--- src/sv/gsd_pkg.sv ---
`default_nettype none
package gsd_pkg;

   localparam int unsigned GSD_LFSR_W    = 31;
   localparam int unsigned GSD_SOFT_W    = 16;
   localparam int unsigned GSD_SKIP_W    = 16;
   localparam int unsigned GSD_CNT_W     = 17;
   localparam int unsigned GSD_DATA_W    = 32;
   localparam int unsigned GSD_ADDR_W    = 3;
   localparam int unsigned GSD_QDEPTH    = 4;
   localparam int unsigned GSD_QPTR_W    = $clog2(GSD_QDEPTH);
   localparam int unsigned GSD_QCNT_W    = $clog2(GSD_QDEPTH + 1);
   localparam int unsigned WARMUP_STEPS  = 1600;

   localparam logic [GSD_LFSR_W-1:0] GSD_X1_INIT  = 31'h4000_0000;
   localparam logic [GSD_CNT_W-1:0]  GSD_WARMUP   = GSD_CNT_W'(WARMUP_STEPS);
   localparam logic [GSD_SOFT_W-1:0] GSD_SOFT_MIN = 16'h8000;
   localparam logic [GSD_SOFT_W-1:0] GSD_SOFT_MAX = 16'h7FFF;

   localparam logic GSD_REG_C_INIT   = 1'b0;
   localparam logic GSD_REG_SKIP_LEN = 1'b1;

   typedef struct packed {
      logic [GSD_SOFT_W-1:0] soft_val;
      logic                  start;
   } gsd_item_type;

   typedef enum logic [1:0] {
      GSD_RUN,
      GSD_WARM,
      GSD_FIRST
   } gsd_state_type;

   function automatic logic [GSD_LFSR_W-1:0] gsd_x1_next(input logic [GSD_LFSR_W-1:0] r);
      gsd_x1_next = {r[GSD_LFSR_W-2:0], r[30] ^ r[27]};
   endfunction

   function automatic logic [GSD_LFSR_W-1:0] gsd_x2_next(input logic [GSD_LFSR_W-1:0] r);
      gsd_x2_next = {r[GSD_LFSR_W-2:0], r[30] ^ r[29] ^ r[28] ^ r[27]};
   endfunction

   function automatic logic [GSD_LFSR_W-1:0] gsd_reverse(input logic [GSD_LFSR_W-1:0] v);
      logic [GSD_LFSR_W-1:0] r;
      for (int i = 0; i < GSD_LFSR_W; i++) begin
         r[i] = v[GSD_LFSR_W-1-i];
      end
      gsd_reverse = r;
   endfunction

   function automatic logic [GSD_SOFT_W-1:0] gsd_negate(input logic [GSD_SOFT_W-1:0] v);
      if (v == GSD_SOFT_MIN) begin
         gsd_negate = GSD_SOFT_MAX;
      end else begin
         gsd_negate = (~v) + 1'b1;
      end
   endfunction

endpackage
`default_nettype wire

--- src/sv/gsd_queue.sv ---
`default_nettype none
module gsd_queue (
   input  wire logic                  clock,
   input  wire logic                  reset,
   input  wire logic                  req_valid,
   output logic                       req_stall,
   input  wire logic signed [15:0]    req_soft_in,
   input  wire logic                  req_start_req,
   output logic                       head_valid,
   output gsd_pkg::gsd_item_type      head_item,
   input  wire logic                  pop
);
   import gsd_pkg::*;

   gsd_item_type          mem_ff [GSD_QDEPTH];
   logic [GSD_QPTR_W-1:0] wr_ptr_ff, wr_ptr_in;
   logic [GSD_QPTR_W-1:0] rd_ptr_ff, rd_ptr_in;
   logic [GSD_QCNT_W-1:0] count_ff, count_in;
   logic                  push;

   assign req_stall  = (count_ff == GSD_QCNT_W'(GSD_QDEPTH));
   assign push       = req_valid && !req_stall;
   assign head_valid = (count_ff != '0);
   assign head_item  = mem_ff[rd_ptr_ff];

   always_comb begin
      wr_ptr_in = push ? wr_ptr_ff + 1'b1 : wr_ptr_ff;
      rd_ptr_in = pop ? rd_ptr_ff + 1'b1 : rd_ptr_ff;
      count_in  = count_ff;
      if (push && !pop) begin
         count_in = count_ff + 1'b1;
      end else if (pop && !push) begin
         count_in = count_ff - 1'b1;
      end
   end

   always_ff @(posedge clock) begin
      if (reset) begin
         wr_ptr_ff <= '0;
         rd_ptr_ff <= '0;
         count_ff  <= '0;
      end else begin
         wr_ptr_ff <= wr_ptr_in;
         rd_ptr_ff <= rd_ptr_in;
         count_ff  <= count_in;
      end
   end

   always_ff @(posedge clock) begin
      if (push) begin
         mem_ff[wr_ptr_ff] <= '{soft_val: req_soft_in, start: req_start_req};
      end
   end

`ifndef SYNTH
   a_count_range: assert property (@(posedge clock) disable iff (reset)
      count_ff <= GSD_QCNT_W'(GSD_QDEPTH))
      else $error("queue count beyond depth");
   a_ptr_count: assert property (@(posedge clock) disable iff (reset)
      (count_ff == '0 || count_ff == GSD_QCNT_W'(GSD_QDEPTH)) |-> (wr_ptr_ff == rd_ptr_ff))
      else $error("queue pointers disagree with count");
`endif
endmodule
`default_nettype wire

--- src/sv/gsd_back.sv ---
`default_nettype none
module gsd_back (
   input  wire logic                  clock,
   input  wire logic                  reset,
   input  wire logic [30:0]           c_init,
   input  wire logic [15:0]           skip_len,
   input  wire logic                  head_valid,
   input  wire gsd_pkg::gsd_item_type head_item,
   output logic                       pop,
   output logic                       rsp_valid,
   input  wire logic                  rsp_stall,
   output logic signed [15:0]         rsp_soft_out
);
   import gsd_pkg::*;

   gsd_state_type         state_ff, state_in;
   logic [GSD_LFSR_W-1:0] x1_ff, x1_in;
   logic [GSD_LFSR_W-1:0] x2_ff, x2_in;
   logic [GSD_CNT_W-1:0]  cnt_ff, cnt_in;
   logic                  out_valid_ff, out_valid_in;
   logic [GSD_SOFT_W-1:0] out_soft_ff, out_soft_in;
   logic                  out_free;
   logic                  seq_bit;

   assign out_free     = !out_valid_ff || !rsp_stall;
   assign seq_bit      = x1_ff[GSD_LFSR_W-1] ^ x2_ff[GSD_LFSR_W-1];
   assign rsp_valid    = out_valid_ff;
   assign rsp_soft_out = out_soft_ff;

   always_comb begin
      state_in     = state_ff;
      x1_in        = x1_ff;
      x2_in        = x2_ff;
      cnt_in       = cnt_ff;
      out_soft_in  = out_soft_ff;
      out_valid_in = out_free ? 1'b0 : out_valid_ff;
      pop          = 1'b0;
      case (state_ff)
         GSD_RUN: begin
            if (head_valid && out_free) begin
               if (head_item.start) begin
                  // reload, then spend the warm-up on the same request
                  x1_in    = GSD_X1_INIT;
                  x2_in    = gsd_reverse(c_init);
                  cnt_in   = GSD_WARMUP + GSD_CNT_W'(skip_len);
                  state_in = GSD_WARM;
               end else begin
                  pop = 1'b1;
               end
            end
         end
         GSD_WARM: begin
            x1_in  = gsd_x1_next(x1_ff);
            x2_in  = gsd_x2_next(x2_ff);
            cnt_in = cnt_ff - 1'b1;
            if (cnt_ff == GSD_CNT_W'(1)) begin
               state_in = GSD_FIRST;
            end
         end
         GSD_FIRST: begin
            if (head_valid && out_free) begin
               pop      = 1'b1;
               state_in = GSD_RUN;
            end
         end
         default: begin
            state_in = GSD_RUN;
         end
      endcase
      if (pop) begin
         x1_in        = gsd_x1_next(x1_ff);
         x2_in        = gsd_x2_next(x2_ff);
         out_valid_in = 1'b1;
         out_soft_in  = seq_bit ? gsd_negate(head_item.soft_val) : head_item.soft_val;
      end
   end

   always_ff @(posedge clock) begin
      if (reset) begin
         state_ff     <= GSD_RUN;
         x1_ff        <= GSD_X1_INIT;
         x2_ff        <= '0;
         cnt_ff       <= '0;
         out_valid_ff <= 1'b0;
      end else begin
         state_ff     <= state_in;
         x1_ff        <= x1_in;
         x2_ff        <= x2_in;
         cnt_ff       <= cnt_in;
         out_valid_ff <= out_valid_in;
      end
   end

   always_ff @(posedge clock) begin
      out_soft_ff <= out_soft_in;
   end

`ifndef SYNTH
   a_warm_no_pop: assert property (@(posedge clock) disable iff (reset)
      (state_ff == GSD_WARM) |-> !pop)
      else $error("request taken during warm-up");
   a_warm_count: assert property (@(posedge clock) disable iff (reset)
      (state_ff == GSD_WARM) |-> (cnt_ff != '0))
      else $error("warm-up count at zero while warming");
   a_pop_head: assert property (@(posedge clock) disable iff (reset)
      pop |-> (head_valid && out_free))
      else $error("pop without request or output room");
   a_first_after_warm: assert property (@(posedge clock) disable iff (reset)
      (state_ff == GSD_FIRST) |-> (cnt_ff == '0))
      else $error("first request processed before warm-up done");
`endif
endmodule
`default_nettype wire

--- src/sv/gold_sequence_descrambler.sv ---
`default_nettype none
// Soft-bit descrambler for the length-31 Gold sequence (x1 and x2 LFSRs). Requests enter a
// four-entry queue and a back end steps both LFSRs once per request, so the steady rate is one
// request per cycle while the receiver does not stall and no warm-up runs. A request passes
// through the queue register and the output register on its way to the response. A request
// with start_req set reloads x1 with its fixed seed and x2 with c_init bit-reversed, then
// steps both LFSRs 1600 + skip_len times before it is processed. c_init and skip_len are
// registers at byte addresses 0 and 4; writes take effect at the next start request.
module gold_sequence_descrambler (
   input  wire logic                clock,
   input  wire logic                reset,
   input  wire logic                req_valid,
   output logic                     req_stall,
   input  wire logic signed [15:0]  req_soft_in,
   input  wire logic                req_start_req,
   output logic                     rsp_valid,
   input  wire logic                rsp_stall,
   output logic signed [15:0]       rsp_soft_out,
   input  wire logic                psel,
   input  wire logic                penable,
   input  wire logic                pwrite,
   input  wire logic [2:0]          paddr,
   input  wire logic [31:0]         pwdata,
   output logic [31:0]              prdata,
   output logic                     pready
);
   import gsd_pkg::*;

   logic [GSD_LFSR_W-1:0] c_init_ff;
   logic [GSD_SKIP_W-1:0] skip_len_ff;
   logic                  csr_write;
   logic                  head_valid;
   gsd_item_type          head_item;
   logic                  pop;

   assign pready    = 1'b1;
   assign csr_write = psel && penable && pwrite && pready;

   always_ff @(posedge clock) begin
      if (reset) begin
         c_init_ff   <= '0;
         skip_len_ff <= '0;
      end else if (csr_write) begin
         case (paddr[2])
            GSD_REG_C_INIT:   c_init_ff   <= pwdata[GSD_LFSR_W-1:0];
            GSD_REG_SKIP_LEN: skip_len_ff <= pwdata[GSD_SKIP_W-1:0];
            default: begin
            end
         endcase
      end
   end

   always_comb begin
      case (paddr[2])
         GSD_REG_C_INIT:   prdata = GSD_DATA_W'(c_init_ff);
         GSD_REG_SKIP_LEN: prdata = GSD_DATA_W'(skip_len_ff);
         default:          prdata = '0;
      endcase
   end

   gsd_queue u_queue (
      .clock         (clock),
      .reset         (reset),
      .req_valid     (req_valid),
      .req_stall     (req_stall),
      .req_soft_in   (req_soft_in),
      .req_start_req (req_start_req),
      .head_valid    (head_valid),
      .head_item     (head_item),
      .pop           (pop)
   );

   gsd_back u_back (
      .clock        (clock),
      .reset        (reset),
      .c_init       (c_init_ff),
      .skip_len     (skip_len_ff),
      .head_valid   (head_valid),
      .head_item    (head_item),
      .pop          (pop),
      .rsp_valid    (rsp_valid),
      .rsp_stall    (rsp_stall),
      .rsp_soft_out (rsp_soft_out)
   );

endmodule
`default_nettype wire

--- config.mk ---
export PLATFORM = sky130hd
export DESIGN_NAME = gold_sequence_descrambler
export DESIGN_NICKNAME = d
export VERILOG_FILES = /design/src/sv/gsd_pkg.sv /design/src/sv/gsd_queue.sv /design/src/sv/gsd_back.sv /design/src/sv/gold_sequence_descrambler.sv
export SDC_FILE = /design/constraint.sdc
export NUM_CORES = 1
export LEC_CHECK = 0
export ABC_AREA = 1
export BUFFER_PORTS_ARGS = -buffer_cell sky130_fd_sc_hd__buf_2
export CORE_ASPECT_RATIO = 0.5
export CORE_MARGIN = 2
export CORE_UTILIZATION = 53
export DETAILED_ROUTE_END_ITERATION = 16
export PLACE_DENSITY = 0.76
export SLEW_MARGIN = 20
export SYNTH_ARGS = -nofsm -noshare
export SYNTH_HDL_FRONTEND = slang
export SYNTH_SLANG_ARGS = --single-unit
export TNS_END_PERCENT = 30
--- constraint.sdc ---
create_clock -name clock -period 2.3 [get_ports clock]
set_input_delay 0.115 -clock clock [delete_from_list [all_inputs] [get_ports clock]]
set_output_delay 0.115 -clock clock [all_outputs]
set_load 0.005 [all_outputs]
Word level (Yosys, flattened, before mapping):

Memory sizes are Yosys's and may differ from the RTL's. A register that Yosys moved wholly into a read port is not among the register bits.
Cells that the tools add are included.

* register bits after elaboration: 152
* RAM bits: 68
* word-level logic and storage cells: 91
* memories: 1

Memory list
* u_queue.mem_ff: depth 4, bits a word 17, rd ports 1, clocked after Yosys merged registers in 1, wr ports 1, line gsd_queue.sv:15 `gsd_item_type mem_ff [GSD_QDEPTH];`

* add/subtract/negate cells: 7
* bitwise logic cells: 7
* equality and inequality tests: 11
* muxes and demuxes: 31
* reductions and logical operators: 23

Operator list (number)
* 31-bit 2-to-1 mux: 6
* 31-bit case mux with 2 select lines: 2
* 32-bit case mux with 2 select lines: 1
* 17-bit 2-to-1 mux: 2
* 17-bit case mux with 2 select lines: 1
* 16-bit 2-to-1 mux: 2
* 11-bit by 16-bit adder with 17-bit output (first input constant): 1
* 17-bit by 1-bit == test with 1-bit output (second input constant): 1
* 17-bit by 1-bit subtractor with 17-bit output (second input constant): 1
* 16-bit by 1-bit adder with 16-bit output (second input constant): 1
* 16-bit == test (second input constant): 1
* 16-bit inverter: 1
* 2-bit 2-to-1 mux: 6
* 1-bit 2-to-1 mux: 7
* 1-bit logical AND: 6
* 3-bit 2-to-1 mux: 2
* 2-bit by 1-bit inequality test with 1-bit output (second input constant): 3
* 2-bit case mux with 3 select lines: 1
* 3-bit AND reduction: 2
* 2-bit nonzero test: 3
* 3-bit nonzero test: 2
* 1-bit logical NOT: 5
* 1-bit XOR: 5
* 2-bit by 1-bit adder with 2-bit output (second input constant): 2
* other kinds (14): 15

Longest topological paths before layout:

Gate-level depths: netlist of the first run.

* depth in word-level cells: 8
* gate-level depth with buffers: 18

By module:

A second synthesis of the first run with hierarchy kept.

* cell total of the unflattened synthesis: 1500
* area total of the unflattened synthesis: 11110.7 sq um

Modules (own cells, without submodules)
* gsd_back: cells each 891, times used 1, seq. area each 2122.0 sq um, area an instance 5755.5 sq um
* gsd_queue: cells each 229, times used 1, seq. area each 2222.1 sq um, area an instance 3054.2 sq um
* gold_sequence_descrambler: cells each 380, times used 1, seq. area each 940.9 sq um, area an instance 2301.0 sq um

Worst setup path after synthesis of the first run:

No wires, ideal clock.

* path type: register to register
* start point: reg (tool-made name)
* end point: reg u_queue.count_ff[2]
* path buffers: 3
* library setup time: 70 ps
* setup slack: 49 ps
* data arrival time: 2181 ps
* cell stages (with the launch flop): 19
* clock period less this slack: 2251 ps
* cells stage by stage: dfxtp_1 -> buf_6 -> inv_4 -> nand2_1 -> nand2_1 -> nand2_1 -> o21ai_2 -> nand2_2 -> nand2_2 -> buf_2 -> buf_6 -> ha_1 -> inv_1 -> fa_1 -> nor2_1 -> nor2_1 -> nand2_1 -> o21ai_0 -> a21oi_1

RTL lines
* end signal: assignment: line gsd_queue.sv:45 `count_ff <= count_in;`
* end: declaration: line gsd_queue.sv:18 `logic [GSD_QCNT_W-1:0] count_ff, count_in;`

==> results of run 1 <==
## sequential cells by signal, summed over array words and instances (netlist names), named ones only
| register | count |
|---|---|
| u_queue.mem_ff | 68 |
| c_init_ff | 31 |
| u_back.x1_ff | 31 |
| u_back.x2_ff | 31 |
| u_back.cnt_ff | 17 |
| skip_len_ff | 16 |
| u_back.rsp_soft_out | 16 |
| u_queue.count_ff | 3 |
| u_back.state_ff | 2 |
| u_queue.rd_ptr_ff | 2 |
| u_queue.wr_ptr_ff | 2 |
| u_back.rsp_valid | 1 |
## placed cells by master, fill, tap and decap left out, types with 2 or more instances in the layout
cell and count:
clkbuf_16 21, o21bai_1 5, dlygate4sd3_1 50, nand2_2 10, o21ai_2 2, o21ai_0 135, bufinv_16 5, o21ai_1 23
inv_1 164, nor2_1 115, buf_2 104, edfxtp_1 84, nand4_1 6, nand3_2 8, o22ai_1 2, a21oi_1 57
xor2_1 10, inv_2 7, conb_1 2, nor2_4 4, nand2_1 332, nand3_1 95, buf_12 3, clkinv_1 2
xnor2_1 6, nor3_1 6, ha_1 9, buf_4 23, dfxtp_1 137, nor2_2 5, clkinv_2 6, o211ai_1 29
## how the worst min path moves through the flow
| stage | from | to | slack [ns] |
|---|---|---|---|
| 2_1_floorplan | req_start_req | u_queue.mem_ff[0][0] | 0.21 |
| 3_3_place_gp | req_soft_in[0] | u_queue.mem_ff[1][1] | 0.32 |
| 3_5_place_dp | req_soft_in[10] | u_queue.mem_ff[1][11] | 0.33 |
| 4_1_cts | reset | u_queue.count_ff[2] | 0.006 |
| 5_1_grt | reset | u_queue.count_ff[0] | 0.02 |
| 6_report | reset | u_queue.count_ff[2] | 0.03 |
## layer usage
metal,share of wire,global-route usage,up-vias
li1,-,-,4589
met1,0.45,0.3086,4260
met2,0.47,0.4154,309
met3,0.062,0.03665,52
met4,0.021,0.06401,0
met5,0,0,-
## worst max-delay path, cell delays in order (launching register included)
cell and delay (ns):
dfxtp_1 0.39, buf_4 0.27, nand3_1 0.10, nand2_1 0.13, ha_1 0.23, inv_1 0.10, nor2_4 0.15, nand2_2 0.10
nor2_4 0.13, nand3_4 0.14, buf_12 0.19, nand3_1 0.07
## stage by stage
stage | hold WS [ns] | utilization | cell area, sq um | total power, mW | setup WS [ns]
after floorplan | 0.2139 | - | 10470 | 9.835 | 0.04922
after global placement | 0.3241 | 0.5777 | 11210 | 11.06 | 0.1438
after detailed placement | 0.3333 | 0.5777 | 11210 | 11.25 | 0.09722
after CTS | 0.006130 | 0.6417 | 12460 | 15.13 | 0.08265
after global routing | 0.01676 | 0.6424 | 12470 | 16.23 | 0.007655
final | 0.02752 | 0.6424 | 12470 | 15.13 | 0.1681
## cells by family (layout without fill, tap and decap cells)
logic type,Yosys count,count (layout),share of synthesized area
other,2,2,0.0007170
buffers and inverters,242,393,0.09676
xor gates and xnor gates,16,16,0.01338
AOI/OAI and AO/OA,259,259,0.1351
and+or+nand+nor,585,585,0.2368
adders and majority gates,10,10,0.01266
DFF,222,222,0.5046
## where the power goes
group          leakage [nW]  switching (mW)  internal [mW]
combinational          3.31            4.10           2.02
clock                 0.364            1.53           2.27
sequential             1.90           0.321           4.89
total                  5.57            5.95           9.18
## cell type report
cell class | count | area, sq um | area share
multi-input cells | 872 | 4178 | 0.3350
repair buffers | 181 | 1265 | 0.1014
flip-flops and latches | 222 | 5286 | 0.4239
repair inverters | 1 | 5.005 | 0.0004013
clock buffers | 23 | 543.0 | 0.04354
clock inverters | 14 | 200.2 | 0.01605
well taps | 266 | 332.8 | 0.02669
inverters | 174 | 660.6 | 0.05297
## what timing repair did
item                                    in CTS  in global routing
hold endpoints to repair                   117                  0
resized for setup                            0                  4
endpoints found under the setup margin       0                 19
hold buffers                                50                  0
==> impl_metrics.ini, run 1 <==
[route]
drt-wirelength-per-cell_microns = 14.06
via_per_inst = 5.254
remaining_drc_errors = 0
num_vias = 9210
drt-total-wl_mm = 24.65
ant_nets = 0
drtIter0Drc = 769
firstDrtPassIters = 5

[placed_design]
dp.final_hpwl_mm = 15.77
portBuffers = 104
dp.cells = 1665
place_congestion = 0.8880

[logic_synthesis]
synth_edf_count = 84
yosysMostFrequentCell = nand2_1
synthArstFlopShare = 0
synth_top_area_share = 0.2638
synthFlopType = dfxtp_1
synth_commonest_cells = nand2_1, inv_1, dfxtp_1
netlist_instances = 1336
synth_area_per_cell_sq_um = 7.840
seq_area_frac_synth = 0.5046
syn_area_sq_mm = 0.01047
yosys_warnings = 0
synth-seq-cells = 222
syn_nets = 1405
netlist_top_cells_area = dfxtp_1, edfxtp_1, nand2_1
yosys.area.top_type = dfxtp_1
synth.distinct_cells = 42

[cts]
clock_path_buffers = 3
cts_made_buffers = 21
clkLatencyLatePin_ns = 0.51
clk_root_buffer_cell = clkbuf_16
path_clk_slew_ns = 0.07
clock-sinks = 222
cts_tree = built
htree_levels = 1
post_cts.repair.setup_buffers = 0

[critical_path]
crit_type = flip-flop to flip-flop
cp.required_ns = 2.68
crit_arrival_ns = 2.51
regToRegEndpoint = u_back.rsp_soft_out[9]
crit_end = u_back.rsp_soft_out[9]
rrSetupSlack_ns = 0.17
crit_fanout = 16
endpoint_kind = flip-flop
reg2regPathDepth = 11
startpoint_type = flip-flop

[global_route]
grt_pass1_vias = 8428
antenna_found_initial = 0
overflow = 0
grt_max_degree = 120
track_usage = 0.2358
grt_pass1_wl_mm = 40.50

[final_layout]
antenna_cells = 0
nNetsFinal = 1542
num-fill-cells = 1621
drive_above_1_share = 0.1412
area_growth_pct = 19.07
final_cells = 1753

[die]
die_h_microns = 103.4
die_area_sq_mm = 0.02097
core_area_sq_mm = 0.01941
die_width_microns = 202.8
rows = 36
io-pin-count = 110
initial_core_util = 0.5395

[run]
maxCapViolations = 0

[min_path]
hold_depth = 4
hold_path.class = input pin to flip-flop

[sta]
finalClockSkew_ns = 0.007825
fin_tns_setup_ns = 0
period_share = 0.9269
tightest_slew_ns = 0.7689
setup_viol = 0
min_period_ns = 2.132
max_freq_mhz = 469.1
rsz0062_at_grt = false
finalHoldViolCount = 0
slew_viol_final = 0
max_slew_margin = 0.4868

[pwr]
peakVddDrop_mv = 0.6377
cellLeakagePower_nw = 5.573
powerDensity_mw_per_mm2 = 1213

[status]
status = finished clean
Note: power is estimated with default switching activity, not from simulation.
==> run 2: changes to the inputs <==
--- a/config.mk
+++ b/config.mk
@@ -11,7 +11,7 @@
 export CORE_MARGIN = 2
 export CORE_UTILIZATION = 53
 export DETAILED_ROUTE_END_ITERATION = 16
-export PLACE_DENSITY = 0.76
+export PLACE_DENSITY = 0.78
 export SLEW_MARGIN = 20
 export SYNTH_ARGS = -nofsm -noshare
 export SYNTH_HDL_FRONTEND = slang
==> run 2 against run 1 <==
  * Cell count is 0.46% higher
  * Combinational power increased by 1%
  * First-iteration DRC count shrank 19%
  * Utilization barely moved
  * Register-to-register slack barely moved
  * Non-clock buffer count is 11 higher
  * Clock skew increased by 0.0086 ns
  * Setup slack got worse by 0.0019 ns
  * Clock-buffer cell count is 10 higher
  * Critical path depth rose by 1
  * Final area about the same
  * Critical endpoint unchanged
  * Largest cell class unchanged
  * Largest power group unchanged
==> impl_metrics.ini, run 2 (synthesis gave the netlist of run 1 again) <==
[status]
status = finished clean

[route]
drt-total-wl_mm = 24.90
firstDrtPassIters = 6
top_layer = met4
wl_met2_mm = 11.87
ant_nets = 0
drt-wirelength-per-cell_microns = 14.14
drtIter0Drc = 626
dr_wl_met3_mm = 1.649
num_vias = 9222
remaining_drc_errors = 0
m1WireLength_mm = 10.79
via_per_inst = 5.237

[final_layout]
nNetsFinal = 1553
largest_reg_flops = 68
drive_above_1_share = 0.1452
stdcell_area_sq_mm = 0.01247
layout_commonest_cell = nand2_1
area_growth_pct = 19.09
finish.utilization = 0.6425
regMostFlops = u_queue.mem_ff
final_cell_mix = nand2_1, inv_1, dfxtp_1
antenna_cells = 0

[sta]
max_freq_mhz = 468.6
tightest_slew_ns = 0.8125
fin_tns_setup_ns = 0
finalHoldViolCount = 0
finalClockSkew_ns = 0.01640
max_slew_margin = 0.4577
rsz0062_at_grt = false
min_period_ns = 2.134
slew_viol_final = 0
setup_viol = 0
period_share = 0.9277
setup_slack_ns = 0.1662

[global_route]
track_usage = 0.2332
antenna_found_initial = 0
grt_pass1_wl_mm = 39.81
overflow = 0
grt_max_degree = 45
grt_pass1_vias = 8547

[placed_design]
place_congestion = 0.9125
dpl_cell_area_sq_mm = 0.01126
place_ws_ns = 0.07788
dp.final_hpwl_mm = 16.45
portBuffers = 104

[die]
core_area_sq_mm = 0.01941
die_area_sq_mm = 0.02097
die_h_microns = 103.4
die_width_microns = 202.8
rows = 36
initial_core_util = 0.5395
io-pin-count = 110

[pwr]
cellLeakagePower_nw = 5.586
fin_total_pwr_mw = 14.74
powerDensity_mw_per_mm2 = 1182
peakVddDrop_mv = 0.8383

[critical_path]
crit_fanout = 17
crit_type = flip-flop to flip-flop
startpoint_type = flip-flop
cp.required_ns = 2.66
reg2regPathDepth = 12
endpoint_kind = flip-flop
crit_arrival_ns = 2.49

[min_path]
hold_depth = 4
hold_path.class = input pin to flip-flop

[cts]
path_clk_slew_ns = 0.06
clock_path_buffers = 3
clock-sinks = 222
htree_levels = 1
clk_root_buffer_cell = clkbuf_16
cts_made_buffers = 21
cts_tree = built
clkLatencyLatePin_ns = 0.50

[run]
maxCapViolations = 0
run 2: layer usage:
layer  vias up  global-route usage
met3        51             0.03791
met2       333              0.4194
met1      4227              0.2927
met5         -                   0
li1       4611                   -
met4         0             0.07805
run 2: final timing paths:
path	end	slack [ns]	from
hold / removal	u_queue.wr_ptr_ff[0]	0.03	req_valid
setup / recovery	u_back.rsp_soft_out[9]	0.17	flip-flop
hold reg to reg	skip_len_ff[3]	0.48	skip_len_ff[3]
setup reg to reg	u_back.rsp_soft_out[9]	0.17	flip-flop
run 2: area by class of cell:
cell class              instances  area, sq um
fillers                      1584         6940
flip-flops and latches        222         5293
multi-input cells             872         4178
repair buffers                192         1354
inverters                     174        660.6
clock buffers                  33        645.6
well taps                     266        332.8
clock inverters                 1        5.005
repair inverters                1        5.005
run 2: what timing repair did:
action                                  CTS  global route
hold buffers                             49             0
hold endpoints to repair                116             0
endpoints found under the setup margin    0            27
buffers inserted                          0             6
resized for setup                         0             6
run 2: worst max-delay path: stages, from the launching register on:
cell and delay, ns:
dfxtp_4 0.38, buf_4 0.20, nand2_1 0.07, nand3_1 0.08, nand2_1 0.12, ha_1 0.25, inv_1 0.11, nor2_4 0.14
nand2_2 0.11, nor2_4 0.13, nand3_4 0.14, buf_12 0.19, nand3_1 0.08
run 2: metrics by stage:
| stage | cells | hold WS [ns] |
|---|---|---|
| finish | 1761 | 0.02768 |
| global route | 1761 | 0.04618 |
| CTS | 1754 | 0.01443 |
| detailed placement | 1671 | 0.3307 |
| global placement | 1671 | 0.3235 |
| floorplan | 1336 | 0.2139 |
run 2: report_power, final:
part | internal, mW | switching, mW | leakage, nW
registers | 4.89 | 0.331 | 1.90
logic | 2.08 | 4.13 | 3.36
clock network | 1.91 | 1.40 | 0.321
total | 8.89 | 5.86 | 5.59
==> run 3: changes to the inputs <==
--- a/config.mk
+++ b/config.mk
@@ -9,9 +9,10 @@
 export BUFFER_PORTS_ARGS = -buffer_cell sky130_fd_sc_hd__buf_2
 export CORE_ASPECT_RATIO = 0.5
 export CORE_MARGIN = 2
-export CORE_UTILIZATION = 53
+export CORE_UTILIZATION = 45
 export DETAILED_ROUTE_END_ITERATION = 16
-export PLACE_DENSITY = 0.78
+export GPL_ROUTABILITY_DRIVEN = 0
+export PLACE_DENSITY = 0.68
 export SLEW_MARGIN = 20
 export SYNTH_ARGS = -nofsm -noshare
 export SYNTH_HDL_FRONTEND = slang
==> constraint.sdc (replaced) <==
create_clock -name clock -period 1.7 [get_ports clock]
set_input_delay 0.085 -clock clock [delete_from_list [all_inputs] [get_ports clock]]
set_output_delay 0.085 -clock clock [all_outputs]
set_load 0.005 [all_outputs]
==> run 3 against run 2 <==
  * The flow now finishes with violations (setup timing)
  * First-iteration DRC count grew 18%
  * Cell count grew 6.2%
  * Via count grew 1.9%
  * Final area grew 7.8%
  * Combinational power grew 77%
  * Hold slack lost 0.0066 ns
  * Die area grew 17%
  * Critical endpoint is now u_queue.count_ff[2]
==> impl_metrics.ini, run 3 (synthesis gave the netlist of run 1 again) <==
[status]
status = finished, violations left
failed_checks = setup timing

[cts]
clock-sinks = 222
clkLatencyLatePin_ns = 0.51
htree_levels = 1
path_clk_slew_ns = 0.06
cts_tree = built
cts_made_buffers = 21
clk_root_buffer_cell = clkbuf_16
clock_path_buffers = 3

[route]
remaining_drc_errors = 0
firstDrtPassIters = 5
num_vias = 9399
drtIter0Drc = 739
via_per_inst = 5.026
ant_nets = 0
drt-total-wl_mm = 26.03
drt-wirelength-per-cell_microns = 13.92

[final_layout]
area.sequential_sq_mm = 0.005288
largest_reg_flops = 68
finish.utilization = 0.5889
regMostFlops = u_queue.mem_ff
antenna_cells = 0
num-fill-cells = 2014
area_growth_pct = 28.41
final_cell_mix = nand2_1, inv_1, dfxtp_1
nNetsFinal = 1619
drive_above_1_share = 0.2047
multi_input_area_sq_mm = 0.004349
layout_commonest_cell = nand2_1
final_cells = 1870

[global_route]
track_usage = 0.2105
grt_max_degree = 88
overflow = 0
grt_pass1_wl_mm = 42.41
grt_pass1_vias = 8823
antenna_found_initial = 0

[critical_path]
crit_fanout = 12
regToRegEndpoint = u_queue.count_ff[2]
reg2regPathDepth = 16
crit_type = flip-flop to flip-flop
startpoint_type = flip-flop
crit_arrival_ns = 2.35
cp.required_ns = 2.14
rrSetupSlack_ns = -0.21
endpoint_kind = flip-flop

[die]
io-pin-count = 110
die_area_sq_mm = 0.02459
core_area_sq_mm = 0.02284
rows = 39
initial_core_util = 0.4586
die_width_microns = 219.8
die_h_microns = 111.9

[min_path]
hold_depth = 3
hold-path-endpoint = u_back.cnt_ff[6]
hp-start = reset
hold_path.class = input pin to flip-flop

[run]
maxCapViolations = 0

[sta]
rsz0062_at_grt = true
slew_viol_final = 0
min_period_ns = 1.910
tightest_slew_ns = 0.7965
max_slew_margin = 0.4684
max_freq_mhz = 523.6
setup_viol = 85
finalClockSkew_ns = 0.01045
period_share = 1.123
finalHoldViolCount = 0
setup_slack_ns = -0.2099
fin_tns_setup_ns = -7.758

[pwr]
peakVddDrop_mv = 0.9477
cellLeakagePower_nw = 6.015
powerDensity_mw_per_mm2 = 1676
fin_total_pwr_mw = 22.54

[placed_design]
place_ws_ns = -0.3215
dp.final_hpwl_mm = 17.54
portBuffers = 104
dp.cells = 1775
run 3: per-stage QoR:
| step | hold slack [ns] | cell area [sq um] |
|---|---|---|
| after floorplan | 0.1839 | 10520 |
| after global placement | 0.2978 | 12040 |
| after detailed placement | 0.3011 | 12040 |
| after CTS | 0.01403 | 13320 |
| after global routing | 0.01013 | 13450 |
| final | 0.02113 | 13450 |
run 3: how the worst max path moves through the flow:
stage | slack [ns] | from | depth (start not counted) | endpoint
final | -0.21 | flip-flop | 16 | u_queue.count_ff[2]
after detailed placement | -0.32 | flip-flop | 13 | u_queue.count_ff[2]
after global placement | -0.26 | flip-flop | 16 | u_queue.count_ff[2]
after floorplan | -0.39 | flip-flop | 18 | u_queue.count_ff[2]
after global routing | -0.34 | flip-flop | 16 | u_queue.count_ff[2]
after CTS | -0.20 | flip-flop | 16 | u_queue.count_ff[2]
run 3: per-layer routing:
metal,up-vias,part of all wire,routed length [microns],global-route usage
met4,0,0.025,642,0.05727
met3,51,0.054,1410,0.03634
met5,-,0,0,0
met2,274,0.47,12170,0.3507
met1,4327,0.45,11810,0.2835
li1,4747,-,-,-
run 3: report_power, final:
group | switching, mW | internal [mW]
Combinational | 6.34 | 4.64
Sequential | 0.436 | 6.61
Clock | 2.01 | 2.50
run 3: worst max-delay path, cell delays in order (launching register included):
cell and delay (ns):
dfxtp_2 0.33, buf_12 0.15, inv_12 0.06, nand2_2 0.04, nand2_1 0.05, nand2_1 0.05, o21ai_2 0.09, nand2_2 0.09
nand2_2 0.09, ha_4 0.13, inv_2 0.04, fa_2 0.33, nor2_1 0.10, nor2_1 0.05, nand2_1 0.07, o21ai_1 0.07
a21oi_1 0.11
run 3: final cells by class:
cell class	instances	share of cell area
Multi-Input combinational cell	872	0.3234
Clock buffer	26	0.04196
Inverter	174	0.05042
Timing Repair Buffer	258	0.1561
Sequential cell	222	0.3932
Tap cell	307	0.02856
Timing Repair inverter	1	0.0006512
Clock inverter	10	0.005768
run 3: what timing repair did:
item	CTS	global route
resized for setup	33	26
pin swaps	3	4
setup endpoints to repair	112	117
hold buffers	50	0
gates cloned	1	1
buffers inserted	5	2
hold endpoints to repair	117	0
